--- src/sv/rtsd_pkg.sv ---
// Shared types and constants of the run-length token stream decoder.
package rtsd_pkg;

  localparam int unsigned CmdQueueDepth = 4;
  localparam int unsigned HeaderBytes   = 9;
  localparam int unsigned MinRunMulti   = 6;
  localparam int unsigned MinRunSingle  = 4;
  localparam int unsigned ApbAddrW      = 3;
  localparam int unsigned ApbDataW      = 32;

  localparam logic [7:0] ModeMulti  = 8'd0;
  localparam logic [7:0] ModeSingle = 8'd1;

  // Register map, word index on the configuration port.
  localparam logic RegOutputCapacity = 1'b0;
  localparam logic RegInputCapacity  = 1'b1;

  typedef enum logic [1:0] {
    KIND_LIT = 2'd0,
    KIND_RUN = 2'd1,
    KIND_END = 2'd2,
    KIND_ERR = 2'd3
  } token_kind_e;

  // What one parsed byte asks of the back end.
  typedef enum logic [2:0] {
    OP_LIT     = 3'd0,
    OP_LIT_RUN = 3'd1,
    OP_LIT_END = 3'd2,
    OP_RUN     = 3'd3,
    OP_END     = 3'd4,
    OP_ERR     = 3'd5
  } cmd_op_e;

  typedef struct packed {
    cmd_op_e     op;
    logic [7:0]  lit;
    logic [7:0]  sym;
    logic [31:0] count;
    logic        single;
    logic [31:0] total;
  } cmd_t;

endpackage

--- src/sv/rtsd_front.sv ---
// Stream parser: header, block fields and literal counting, one byte per cycle while accept_i is high.
module rtsd_front (
  input  logic               clk_i,
  input  logic               rst_ni,
  input  logic               accept_i,
  input  logic [7:0]         in_byte_i,
  input  logic               stream_start_i,
  input  logic [31:0]        output_capacity_i,
  input  logic [31:0]        input_capacity_i,
  output logic               cmd_valid_o,
  output rtsd_pkg::cmd_t     cmd_o
);

  typedef enum logic [8:0] {
    PH_IDLE   = 9'b000000001,
    PH_HEADER = 9'b000000010,
    PH_FIXSYM = 9'b000000100,
    PH_BSYM   = 9'b000001000,
    PH_CNT    = 9'b000010000,
    PH_CNT32  = 9'b000100000,
    PH_OFF    = 9'b001000000,
    PH_OFF32  = 9'b010000000,
    PH_LIT    = 9'b100000000
  } phase_e;

  phase_e      phase_q, phase_d, phase_e_s;
  logic [3:0]  pos_q, pos_d, pos_e;
  logic        single_q, single_d, single_e;
  logic [7:0]  fixsym_q, fixsym_d, fixsym_e;
  logic [7:0]  bsym_q, bsym_d, bsym_e;
  logic [31:0] count_q, count_d, count_e;
  logic [31:0] gather_q, gather_d, gather_e;
  logic [31:0] litleft_q, litleft_d, litleft_e;
  logic [31:0] hout_q, hout_d, hout_e;
  logic [31:0] hin_q, hin_d, hin_e;

  logic        valid;
  rtsd_pkg::cmd_op_e op;
  logic [31:0] word;
  phase_e      block_start;

  always_comb begin
    // A start byte drops whatever was in progress.
    if (stream_start_i) begin
      phase_e_s = PH_HEADER;
      pos_e     = '0;
      single_e  = 1'b0;
      fixsym_e  = '0;
      bsym_e    = '0;
      count_e   = '0;
      gather_e  = '0;
      litleft_e = '0;
      hout_e    = '0;
      hin_e     = '0;
    end else begin
      phase_e_s = phase_q;
      pos_e     = pos_q;
      single_e  = single_q;
      fixsym_e  = fixsym_q;
      bsym_e    = bsym_q;
      count_e   = count_q;
      gather_e  = gather_q;
      litleft_e = litleft_q;
      hout_e    = hout_q;
      hin_e     = hin_q;
    end
  end

  assign word        = {in_byte_i, gather_e[23:0]};
  assign block_start = single_e ? PH_CNT : PH_BSYM;

  always_comb begin
    phase_d   = phase_e_s;
    pos_d     = pos_e;
    single_d  = single_e;
    fixsym_d  = fixsym_e;
    bsym_d    = bsym_e;
    count_d   = count_e;
    gather_d  = gather_e;
    litleft_d = litleft_e;
    hout_d    = hout_e;
    hin_d     = hin_e;
    valid     = 1'b0;
    op        = rtsd_pkg::OP_ERR;
    unique case (phase_e_s)
      PH_HEADER: begin
        if (pos_e < 4'd4) begin
          hout_d[{pos_e[1:0], 3'b000} +: 8] = in_byte_i;
          pos_d = pos_e + 4'd1;
        end else if (pos_e < 4'(rtsd_pkg::HeaderBytes - 1)) begin
          hin_d[{pos_e[1:0], 3'b000} +: 8] = in_byte_i;
          pos_d = pos_e + 4'd1;
        end else begin
          pos_d = '0;
          if (hout_e > output_capacity_i || hin_e > input_capacity_i ||
              (in_byte_i != rtsd_pkg::ModeMulti && in_byte_i != rtsd_pkg::ModeSingle)) begin
            phase_d = PH_IDLE;
            valid   = 1'b1;
            op      = rtsd_pkg::OP_ERR;
          end else begin
            single_d = (in_byte_i == rtsd_pkg::ModeSingle);
            phase_d  = (in_byte_i == rtsd_pkg::ModeSingle) ? PH_FIXSYM : PH_BSYM;
          end
        end
      end
      PH_FIXSYM: begin
        fixsym_d = in_byte_i;
        phase_d  = PH_CNT;
      end
      PH_BSYM: begin
        bsym_d  = in_byte_i;
        phase_d = PH_CNT;
      end
      PH_CNT: begin
        if (in_byte_i != 8'd0) begin
          count_d = {24'd0, in_byte_i};
          phase_d = PH_OFF;
        end else begin
          gather_d = '0;
          pos_d    = '0;
          phase_d  = PH_CNT32;
        end
      end
      PH_CNT32: begin
        gather_d[{pos_e[1:0], 3'b000} +: 8] = in_byte_i;
        pos_d = pos_e + 4'd1;
        if (pos_e[1:0] == 2'd3) begin
          pos_d   = '0;
          count_d = word;
          phase_d = PH_OFF;
        end
      end
      PH_OFF: begin
        if (in_byte_i == 8'd1) begin
          // No literals: the block ends right here.
          valid = 1'b1;
          if (count_e == '0) begin
            op      = rtsd_pkg::OP_END;
            phase_d = PH_IDLE;
          end else begin
            op      = rtsd_pkg::OP_RUN;
            phase_d = block_start;
          end
        end else if (in_byte_i != 8'd0) begin
          litleft_d = {24'd0, in_byte_i - 8'd1};
          phase_d   = PH_LIT;
        end else begin
          gather_d = '0;
          pos_d    = '0;
          phase_d  = PH_OFF32;
        end
      end
      PH_OFF32: begin
        gather_d[{pos_e[1:0], 3'b000} +: 8] = in_byte_i;
        pos_d = pos_e + 4'd1;
        if (pos_e[1:0] == 2'd3) begin
          pos_d = '0;
          if (word == '0) begin
            // Zero long offset closes the stream at once.
            valid   = 1'b1;
            op      = rtsd_pkg::OP_END;
            phase_d = PH_IDLE;
          end else if (word == 32'd1) begin
            valid = 1'b1;
            if (count_e == '0) begin
              op      = rtsd_pkg::OP_END;
              phase_d = PH_IDLE;
            end else begin
              op      = rtsd_pkg::OP_RUN;
              phase_d = block_start;
            end
          end else begin
            litleft_d = word - 32'd1;
            phase_d   = PH_LIT;
          end
        end
      end
      PH_LIT: begin
        valid = 1'b1;
        if (litleft_e <= 32'd1) begin
          litleft_d = '0;
          if (count_e == '0) begin
            op      = rtsd_pkg::OP_LIT_END;
            phase_d = PH_IDLE;
          end else begin
            op      = rtsd_pkg::OP_LIT_RUN;
            phase_d = block_start;
          end
        end else begin
          op        = rtsd_pkg::OP_LIT;
          litleft_d = litleft_e - 32'd1;
        end
      end
      PH_IDLE: begin
        phase_d = PH_IDLE;
      end
      default: begin
        phase_d = PH_IDLE;
      end
    endcase
  end

  assign cmd_valid_o   = accept_i && valid;
  assign cmd_o.op      = op;
  assign cmd_o.lit     = in_byte_i;
  assign cmd_o.sym     = single_e ? fixsym_e : bsym_e;
  assign cmd_o.count   = count_e;
  assign cmd_o.single  = single_e;
  assign cmd_o.total   = hout_e;

  always_ff @(posedge clk_i or negedge rst_ni) begin
    if (!rst_ni) begin
      phase_q   <= PH_IDLE;
      pos_q     <= '0;
      single_q  <= 1'b0;
      fixsym_q  <= '0;
      bsym_q    <= '0;
      count_q   <= '0;
      gather_q  <= '0;
      litleft_q <= '0;
      hout_q    <= '0;
      hin_q     <= '0;
    end else if (accept_i) begin
      phase_q   <= phase_d;
      pos_q     <= pos_d;
      single_q  <= single_d;
      fixsym_q  <= fixsym_d;
      bsym_q    <= bsym_d;
      count_q   <= count_d;
      gather_q  <= gather_d;
      litleft_q <= litleft_d;
      hout_q    <= hout_d;
      hin_q     <= hin_d;
    end
  end

endmodule

--- src/sv/rtsd_cmd_fifo.sv ---
// Short command queue between the parser and the token builder.
module rtsd_cmd_fifo #(
  parameter int unsigned Depth = rtsd_pkg::CmdQueueDepth
) (
  input  logic           clk_i,
  input  logic           rst_ni,
  input  logic           wr_en_i,
  input  rtsd_pkg::cmd_t wr_data_i,
  input  logic           rd_en_i,
  output rtsd_pkg::cmd_t rd_data_o,
  output logic           full_o,
  output logic           empty_o
);

  localparam int unsigned PtrW = (Depth > 1) ? $clog2(Depth) : 1;
  localparam int unsigned CntW = $clog2(Depth + 1);

  rtsd_pkg::cmd_t mem_q [Depth];
  logic [PtrW-1:0] wr_ptr_q, wr_ptr_d, rd_ptr_q, rd_ptr_d;
  logic [CntW-1:0] cnt_q, cnt_d;

  assign full_o    = (cnt_q == CntW'(Depth));
  assign empty_o   = (cnt_q == '0);
  assign rd_data_o = mem_q[rd_ptr_q];

  always_comb begin
    wr_ptr_d = wr_ptr_q;
    rd_ptr_d = rd_ptr_q;
    cnt_d    = cnt_q;
    if (wr_en_i) begin
      wr_ptr_d = (wr_ptr_q == PtrW'(Depth - 1)) ? '0 : wr_ptr_q + PtrW'(1);
    end
    if (rd_en_i) begin
      rd_ptr_d = (rd_ptr_q == PtrW'(Depth - 1)) ? '0 : rd_ptr_q + PtrW'(1);
    end
    if (wr_en_i && !rd_en_i) begin
      cnt_d = cnt_q + CntW'(1);
    end else if (!wr_en_i && rd_en_i) begin
      cnt_d = cnt_q - CntW'(1);
    end
  end

  always_ff @(posedge clk_i or negedge rst_ni) begin
    if (!rst_ni) begin
      wr_ptr_q <= '0;
      rd_ptr_q <= '0;
      cnt_q    <= '0;
    end else begin
      wr_ptr_q <= wr_ptr_d;
      rd_ptr_q <= rd_ptr_d;
      cnt_q    <= cnt_d;
    end
  end

  always_ff @(posedge clk_i) begin
    if (wr_en_i) begin
      mem_q[wr_ptr_q] <= wr_data_i;
    end
  end

endmodule

--- src/sv/rtsd_back.sv ---
// Token builder: turns commands into one or two result items behind an output register.
module rtsd_back (
  input  logic           clk_i,
  input  logic           rst_ni,
  input  logic           cmd_empty_i,
  input  rtsd_pkg::cmd_t cmd_i,
  output logic           cmd_pop_o,
  input  logic           pop_i,
  output logic           empty_o,
  output logic [1:0]     token_kind_o,
  output logic [7:0]     byte_value_o,
  output logic [32:0]    run_length_o,
  output logic [31:0]    total_length_o,
  output logic           last_of_step_o
);

  logic        out_valid_q, out_valid_d;
  logic        sub_q, sub_d;
  logic        load, two;
  rtsd_pkg::token_kind_e kind;
  logic [7:0]  byte_v;
  logic [32:0] run_v, bias;
  logic [31:0] total_v;

  logic [1:0]  kind_q;
  logic [7:0]  byte_q;
  logic [32:0] run_q;
  logic [31:0] total_q;
  logic        last_q;

  assign two  = (cmd_i.op == rtsd_pkg::OP_LIT_RUN) || (cmd_i.op == rtsd_pkg::OP_LIT_END);
  assign bias = cmd_i.single ? 33'(rtsd_pkg::MinRunSingle - 1) : 33'(rtsd_pkg::MinRunMulti - 1);

  always_comb begin
    unique case (cmd_i.op)
      rtsd_pkg::OP_LIT:     kind = rtsd_pkg::KIND_LIT;
      rtsd_pkg::OP_LIT_RUN: kind = sub_q ? rtsd_pkg::KIND_RUN : rtsd_pkg::KIND_LIT;
      rtsd_pkg::OP_LIT_END: kind = sub_q ? rtsd_pkg::KIND_END : rtsd_pkg::KIND_LIT;
      rtsd_pkg::OP_RUN:     kind = rtsd_pkg::KIND_RUN;
      rtsd_pkg::OP_END:     kind = rtsd_pkg::KIND_END;
      default:              kind = rtsd_pkg::KIND_ERR;
    endcase
  end

  always_comb begin
    byte_v  = '0;
    run_v   = '0;
    total_v = '0;
    unique case (kind)
      rtsd_pkg::KIND_LIT: byte_v = cmd_i.lit;
      rtsd_pkg::KIND_RUN: begin
        byte_v = cmd_i.sym;
        run_v  = {1'b0, cmd_i.count} + bias;
      end
      rtsd_pkg::KIND_END: total_v = cmd_i.total;
      default: ;
    endcase
  end

  // Load a new item whenever a command is waiting and the output register is free or being drained.
  assign load      = !cmd_empty_i && (!out_valid_q || pop_i);
  assign cmd_pop_o = load && (!two || sub_q);

  always_comb begin
    out_valid_d = out_valid_q;
    sub_d       = sub_q;
    if (load) begin
      out_valid_d = 1'b1;
      sub_d       = two && !sub_q;
    end else if (pop_i) begin
      out_valid_d = 1'b0;
    end
  end

  always_ff @(posedge clk_i or negedge rst_ni) begin
    if (!rst_ni) begin
      out_valid_q <= 1'b0;
      sub_q       <= 1'b0;
    end else begin
      out_valid_q <= out_valid_d;
      sub_q       <= sub_d;
    end
  end

  always_ff @(posedge clk_i) begin
    if (load) begin
      kind_q  <= kind;
      byte_q  <= byte_v;
      run_q   <= run_v;
      total_q <= total_v;
      last_q  <= !two || sub_q;
    end
  end

  assign empty_o        = !out_valid_q;
  assign token_kind_o   = kind_q;
  assign byte_value_o   = byte_q;
  assign run_length_o   = run_q;
  assign total_length_o = total_q;
  assign last_of_step_o = last_q;

endmodule

--- src/sv/rle_token_stream_decoder.sv ---
// Top level of the run-length token stream decoder.
//
// Decodes a run-length compressed byte stream into tokens: literal bytes,
// (symbol, length) runs, an end token carrying the header's uncompressed
// length, and an error token. One compressed byte is taken per clock cycle
// from the push/full queue side while full is low. A front-end parser handles
// each byte in the cycle it is accepted and, when the byte causes results,
// writes one command into a short command queue (CmdDepth entries). A back
// end turns each command into result items through an output register, so a
// waiting result blocks the next byte only once the command queue is full.
// A byte causes at most two items (the last literal of a block followed by
// its run or end token); that command loads the output register twice, and
// the command queue absorbs the difference. The first result of a byte
// passes through the command queue and then the output register before it
// reaches the result ports. Sustained rate: one byte per cycle, bounded by
// result draining when pop is held low or two-item bytes come back to back.
// full rises only while the command queue is full. A byte with stream_start
// high restarts the parser and is read as header byte 0. The two capacity
// registers sit at byte addresses 0 (output_capacity) and 4 (input_capacity);
// write them only while the block is idle.
module rle_token_stream_decoder #(
  parameter int unsigned CmdDepth = rtsd_pkg::CmdQueueDepth
) (
  input  logic                          clk_i,
  input  logic                          rst_ni,
  // compressed byte side
  input  logic                          push,
  output logic                          full,
  input  logic [7:0]                    in_byte_i,
  input  logic                          stream_start_i,
  // token side
  output logic                          empty,
  input  logic                          pop,
  output logic [1:0]                    token_kind_o,
  output logic [7:0]                    byte_value_o,
  output logic [32:0]                   run_length_o,
  output logic [31:0]                   total_length_o,
  output logic                          last_of_step_o,
  // configuration port
  input  logic                          psel,
  input  logic                          penable,
  input  logic                          pwrite,
  input  logic [rtsd_pkg::ApbAddrW-1:0] paddr,
  input  logic [rtsd_pkg::ApbDataW-1:0] pwdata,
  output logic [rtsd_pkg::ApbDataW-1:0] prdata,
  output logic                          pready
);

  logic [31:0]    out_cap_q, in_cap_q;
  logic           cfg_wr;
  logic           accept;
  logic           cmd_valid, cmd_pop, cmd_empty;
  rtsd_pkg::cmd_t cmd_wr, cmd_rd;

  // Capacity registers; word index comes from paddr[2].
  assign pready = 1'b1;
  assign cfg_wr = psel && penable && pwrite && pready;
  assign prdata = (paddr[2] == rtsd_pkg::RegInputCapacity) ? in_cap_q : out_cap_q;

  always_ff @(posedge clk_i or negedge rst_ni) begin
    if (!rst_ni) begin
      out_cap_q <= '1;
      in_cap_q  <= '1;
    end else if (cfg_wr) begin
      if (paddr[2] == rtsd_pkg::RegOutputCapacity) begin
        out_cap_q <= pwdata;
      end else begin
        in_cap_q <= pwdata;
      end
    end
  end

  // Take a pushed byte whenever the command queue has room.
  assign accept = push && !full;

  rtsd_front u_front (
    .clk_i             (clk_i),
    .rst_ni            (rst_ni),
    .accept_i          (accept),
    .in_byte_i         (in_byte_i),
    .stream_start_i    (stream_start_i),
    .output_capacity_i (out_cap_q),
    .input_capacity_i  (in_cap_q),
    .cmd_valid_o       (cmd_valid),
    .cmd_o             (cmd_wr)
  );

  rtsd_cmd_fifo #(
    .Depth (CmdDepth)
  ) u_cmd_fifo (
    .clk_i     (clk_i),
    .rst_ni    (rst_ni),
    .wr_en_i   (cmd_valid),
    .wr_data_i (cmd_wr),
    .rd_en_i   (cmd_pop),
    .rd_data_o (cmd_rd),
    .full_o    (full),
    .empty_o   (cmd_empty)
  );

  rtsd_back u_back (
    .clk_i          (clk_i),
    .rst_ni         (rst_ni),
    .cmd_empty_i    (cmd_empty),
    .cmd_i          (cmd_rd),
    .cmd_pop_o      (cmd_pop),
    .pop_i          (pop),
    .empty_o        (empty),
    .token_kind_o   (token_kind_o),
    .byte_value_o   (byte_value_o),
    .run_length_o   (run_length_o),
    .total_length_o (total_length_o),
    .last_of_step_o (last_of_step_o)
  );

endmodule
--- config.mk ---
export PLATFORM = sky130hd
export DESIGN_NAME = rle_token_stream_decoder
export DESIGN_NICKNAME = d
export VERILOG_FILES = /design/src/sv/rtsd_pkg.sv /design/src/sv/rtsd_front.sv /design/src/sv/rtsd_cmd_fifo.sv /design/src/sv/rtsd_back.sv /design/src/sv/rle_token_stream_decoder.sv
export SDC_FILE = /design/constraint.sdc
export NUM_CORES = 1
export LEC_CHECK = 0
export BUFFER_PORTS_ARGS = -buffer_cell sky130_fd_sc_hd__buf_2
export CAP_MARGIN = 10
export CELL_PAD_IN_SITES_DETAIL_PLACEMENT = 1
export CELL_PAD_IN_SITES_GLOBAL_PLACEMENT = 1
export CORE_ASPECT_RATIO = 1.2
export CORE_MARGIN = 10
export CORE_UTILIZATION = 46
export CTS_CLUSTER_SIZE = 16
export DETAILED_ROUTE_END_ITERATION = 16
export PLACE_DENSITY = 0.78
export SLEW_MARGIN = 40
export SYNTH_ARGS = -nofsm -noshare
export SYNTH_HDL_FRONTEND = slang
export SYNTH_HIERARCHICAL = 1
export SYNTH_SLANG_ARGS = --single-unit
--- constraint.sdc ---
create_clock -name clk_i -period 5.7 [get_ports clk_i]
set_input_delay 0.285 -clock clk_i [delete_from_list [all_inputs] [get_ports clk_i]]
set_output_delay 0.285 -clock clk_i [all_outputs]
set_load 0.005 [all_outputs]
Word-level counts from Yosys, hierarchy flattened
Memories as Yosys holds them, arrays and structs flattened. Cells that the tools add are included.

Memories: 1. Output and inout bits: 111. Logic and storage cells: 185. Bits in writable memories: 336. Flip-flop bits (word level): 339. Bits of input ports: 51.

Memories: u_cmd_fifo.mem_q (words 4, width 84, rd ports 1, clocked after memory_dff 0, wr ports 1, RTL line rtsd_cmd_fifo.sv:18) `rtsd_pkg::cmd_t mem_q [Depth];`.

Bitwise operators: 1. Eq/ne operators: 21. Order comparisons: 5. Muxes and demuxes: 89. Reduce and logical (&&, ||, !) cells: 34. Shift-type cells: 2. $add $sub $neg: 10.

Operators with widths (count): two-way mux 32 bit (21); one-hot mux 32 bit (3 select lines) (2); two-way mux 9 bit (12); bitwise mux 32 bit (3); greater-than comparator 32 bit (2); logical NOT 32 bit (2); one-hot mux 32 bit (2 select lines) (1); subtractor 32 x 1 -> 32 bit (second input constant) (2); one-hot mux 9 bit (7 select lines) (1); two-way mux 8 bit (5); adder 32 x 33 -> 33 bit (1); equality test 32 x 1 -> 1 bit (second input constant) (1); less-or-equal comparator 32 x 1 -> 1 bit (second input constant) (1); variable shift 8 x 7 -> 32 bit (first input constant) (1); indexed part select 8 x 7 -> 32 bit (1); two-way mux 4 bit (7); two-way mux 3 bit (8); two-way mux 1 bit (17); one-hot mux 4 bit (4 select lines) (1); one-hot mux 8 bit (2 select lines) (1); logical AND 1 bit (10); two-way mux 2 bit (5); one-hot mux 2 bit (5 select lines) (1); equality test 9 x 2 -> 1 bit (second input constant) (1); 35 further kinds (55).

Depth between registers and ports, before layout
Depth after elaboration: 13. Depth in mapped cells: 22. Depth with buffers taken out: 17.

Cells and area by module
The synthesis kept the hierarchy.

By module, submodules not included: rtsd_front (sequential area each 4555.6 µm², cells each 1432, area each 12579.6 µm², instances 1); rtsd_cmd_fifo (sequential area each 10264.8 µm², cells each 476, area each 12570.8 µm², instances 1); rtsd_back (sequential area each 2332.2 µm², cells each 299, area each 3754.9 µm², instances 1); rle_token_stream_decoder (sequential area each 1681.6 µm², cells each 175, area each 2997.9 µm², instances 1).

Least setup slack after synthesis
Ideal clock, no wire load.

Path kind: input to register. Start: in stream_start_i. End: mem u_cmd_fifo/mem_q[0][0] (netlist bit) (enable). Cell stages on the path: 16. Buffers on the path: 6. Data required time: 5.248 ns. Arrival time: 5.530 ns. Slack: -0.282 ns. Setup time: 0.452 ns. Cells stage by stage: buf_2 buf_2 clkbuf_1 buf_2 clkbuf_1 clkbuf_1 nor2b_1 ha_1 and3_1 nand3_1 or4_1 o211ai_1 o21ai_0 nand2_1 a32o_1 and2_1.

RTL lines: start, declared (RTL line rle_token_stream_decoder.sv:30) `input logic stream_start_i,`; end, declared (RTL line rtsd_cmd_fifo.sv:18).

==> out/metrics.yaml <==
yosysMostFrequentCell: "edfxtp_1"
skew_ns: 0.0303
first_pass_iters: 5
synth_cell_types: 102
ys_seq_area_share_pct: 59.0
fin_setup_tns_ns: 0
crit_path_end_kind: "flop"
p_total_mw: 14.9
die_w_um: 260
required_ns: 6.19
post_cts_resized: 0
ys_warn_count: 6
synthArstFlopShare_pct: 38.2
status: "finished clean"
relSlewSlack_pct: 39.0
hp-class: "primary input to async pin"
ant_nets: 0
worst_slack_ns: 0.828
r2r_slack_ns: 0.83
max_freq_ghz: 0.205
seqCellArea_sq_um: 18800
core_sq_um: 68600
synthTopCellsByArea: "edfxtp_1, dfrtp_1, mux4_2"
clock_sinks: 667
hold_viol_final: 0
post-route-period-util_pct: 85.5
peakVddDrop_uv: 227
grt-ovfl-total: 0
fp-row-count: 105
nNetsFinal: 2687
drive_gt1_share_pct: 23.7
syn_nets: 2520
fin_area_sq_um: 36200
h-tree-depth: 3
syn_avg_cell_area_sq_um: 13.4
crit_end: "u_cmd_fifo/cnt_q[1]$_DFFE_PN0P_"
vias: 21454
path_max_fanout: 9
cts.clk_slew.worst_paths_ns: 0.07
postCtsSetupBuffers: 0
worstRegToRegCells: 13
synth-edff-count: 412
diodes: 0
ys_ff_latch: 667
setup_viol: 0
r2r_end: "u_cmd_fifo/cnt_q[1]$_DFFE_PN0P_"
clockBufferDepth: 3
grt_start_max_net_pins: 134
root_buffer: "clkbuf_16"
crit_path_start: "u_front/hout_q[20]$_DFFE_PN0P_"
arrival_ns: 5.36
rsz0062_at_grt: "false"
synth_top_area_cell: "edfxtp_1"
n_fill_cell: 6863
cap_violations: 0
final_util_pct: 52.9
r2r_start: "u_front/hout_q[20]$_DFFE_PN0P_"
wirelength_um: 91600
grt_pass1_vias: 22873
synth.top_cells.by_count: "edfxtp_1, dfrtp_1, nand2_1"
grt_usage_pct: 22.6
antenna_found_initial: 2
grt_pass1_wl_um: 141000
worstSetupPathType: "flop to flop"
p_per_area_nw_per_um2: 412
multi_input_area_sq_um: 12000
area_delta_synth_final_pct: 13.6
start_kind: "flop"
die_height_um: 308
syn-cell-area_sq_um: 31900
wl_per_cell_um: 26.1
yosysTopAreaCellShare_pct: 38.8
min_period_ns: 4.87
num_io_pins: 162
initial_utilization_pct: 46.5
cts_tree: "done"
leakage_nw: 13.9
port_buffers: 158
synthCells: 2382
drc: 0
worst_slew_pin_slew_ns: 0.912
drt_iter0_markers: 1977
ys.flop_type: "edfxtp_1"
pre_cts_slack_ns: 0.758
maxSlewViolCount: 0
avgViaCountPerCell: 6.10
die_area_sq_um: 80300
worstSkewPairLatency_ns: 0.63
hpwl_um: 62000
placement.cell_area_sq_um: 33500
gp_congestion: 0.916
cts_buffers: 69
flip-flops by register name, summed over array words and instances, names as in the netlist, 3 cells and up:
register and cells:
u_front/hout_q 32, out_cap_q 32, u_cmd_fifo/mem_q 336, u_back/total_length_o 32
u_cmd_fifo/cnt_q 3, u_front/fixsym_q 8, u_front/gather_q 24, u_front/litleft_q 32
u_back/byte_value_o 8, u_front/count_q 32, u_front/bsym_q 8, in_cap_q 32
u_front/phase_q 9, u_back/run_length_o 33, u_front/pos_q 4, u_front/hin_q 32
cell usage in the layout (no fill, tap or decap), types with 35 or more instances in the layout:
cell type and instances:
edfxtp_1 412, dfrtp_1 188, buf_2 156, nand2_1 152, nor2b_1 110, nor2_1 106
o21ai_0 92, inv_1 91, ha_1 85, mux4_2 84, a22o_1 80, a21oi_1 72
clkbuf_16 71, mux2_2 69, dfstp_2 65, a32o_1 48, and2_1 40, buf_4 37
nor3_1 35
how the worst min path moves through the flow:
stage / from / end / slack (ns)
3_5_place_dp: rst_ni / u_front/hin_q[13]$_DFFE_PN0P_ / 0.21
3_3_place_gp: rst_ni / u_front/hin_q[15]$_DFFE_PN0P_ / 0.20
4_1_cts: in_byte_i[2] / u_front/hin_q[2]$_DFFE_PN0P_ / 0.14
2_1_floorplan: rst_ni / u_back/out_valid_q$_DFFE_PN0P_ / -0.01
6_report: rst_ni / u_front/hin_q[13]$_DFFE_PN0P_ / 0.17
5_1_grt: in_byte_i[2] / u_front/hin_q[2]$_DFFE_PN0P_ / 0.15
critical path, cell delays in order, from the launching register on:
cell	delay, ns
dfrtp_1	0.37
nor2b_1	0.39
ha_1	0.35
a2111oi_0	0.55
a211oi_1	0.16
a211oi_1	0.48
o211ai_1	0.21
o21ai_0	0.47
nand2_1	0.15
a32o_1	0.53
ha_1	0.34
inv_1	0.07
fa_1	0.39
mux2_2	0.27
timing repair:
item | 4_1_cts | 5_1_grt
hold buffers | 34 | 0
endpoints found under the hold margin | 107 | 0
setup endpoints to repair | 0 | 0
power by group:
part	internal [mW]	total, mW	switching, mW
clock	2.58	4.55	1.97
sequential	5.83	6.20	0.370
combinational	1.70	4.17	2.47
per-stage QoR:
stage	hold WS (ns)	std cells
after floorplan	-0.0106	2382
after global placement	0.205	3348
final	0.165	3515
after global routing	0.149	3515
after CTS	0.139	3512
after detailed placement	0.213	3350
final cells by class:
class	instances	area share (%)
Clock buffer	91	5.27
Sequential cell	667	52.0
Tap cell	909	3.14
Inverter	91	0.942
Timing Repair Buffer	241	4.59
Multi-Input combinational cell	1479	33.1
Clock inverter	37	1.02
per-layer routing:
layer | up-vias | share of wire, % | global-route usage [%] | wire, um
li1 | 9415 | - | - | -
met1 | 11184 | 41 | 28.8 | 37400
met2 | 697 | 50 | 38.6 | 46000
met3 | 158 | 5.6 | 3.35 | 5130
met4 | 0 | 3.3 | 8.28 | 3060
met5 | - | 0 | 0 | 0
kinds of logic after synthesis:
logic type | count (synthesis) | synth area share (%)
simple gates | 644 | 10.9
flops | 667 | 59.0
compound gates | 497 | 11.3
mux | 201 | 10.3
xor+xnor | 49 | 1.35
other cells | 1 | 0.0118
buf+inv | 236 | 3.61
fa+ha+maj | 87 | 3.46
Power figures use the tool's default switching activity.
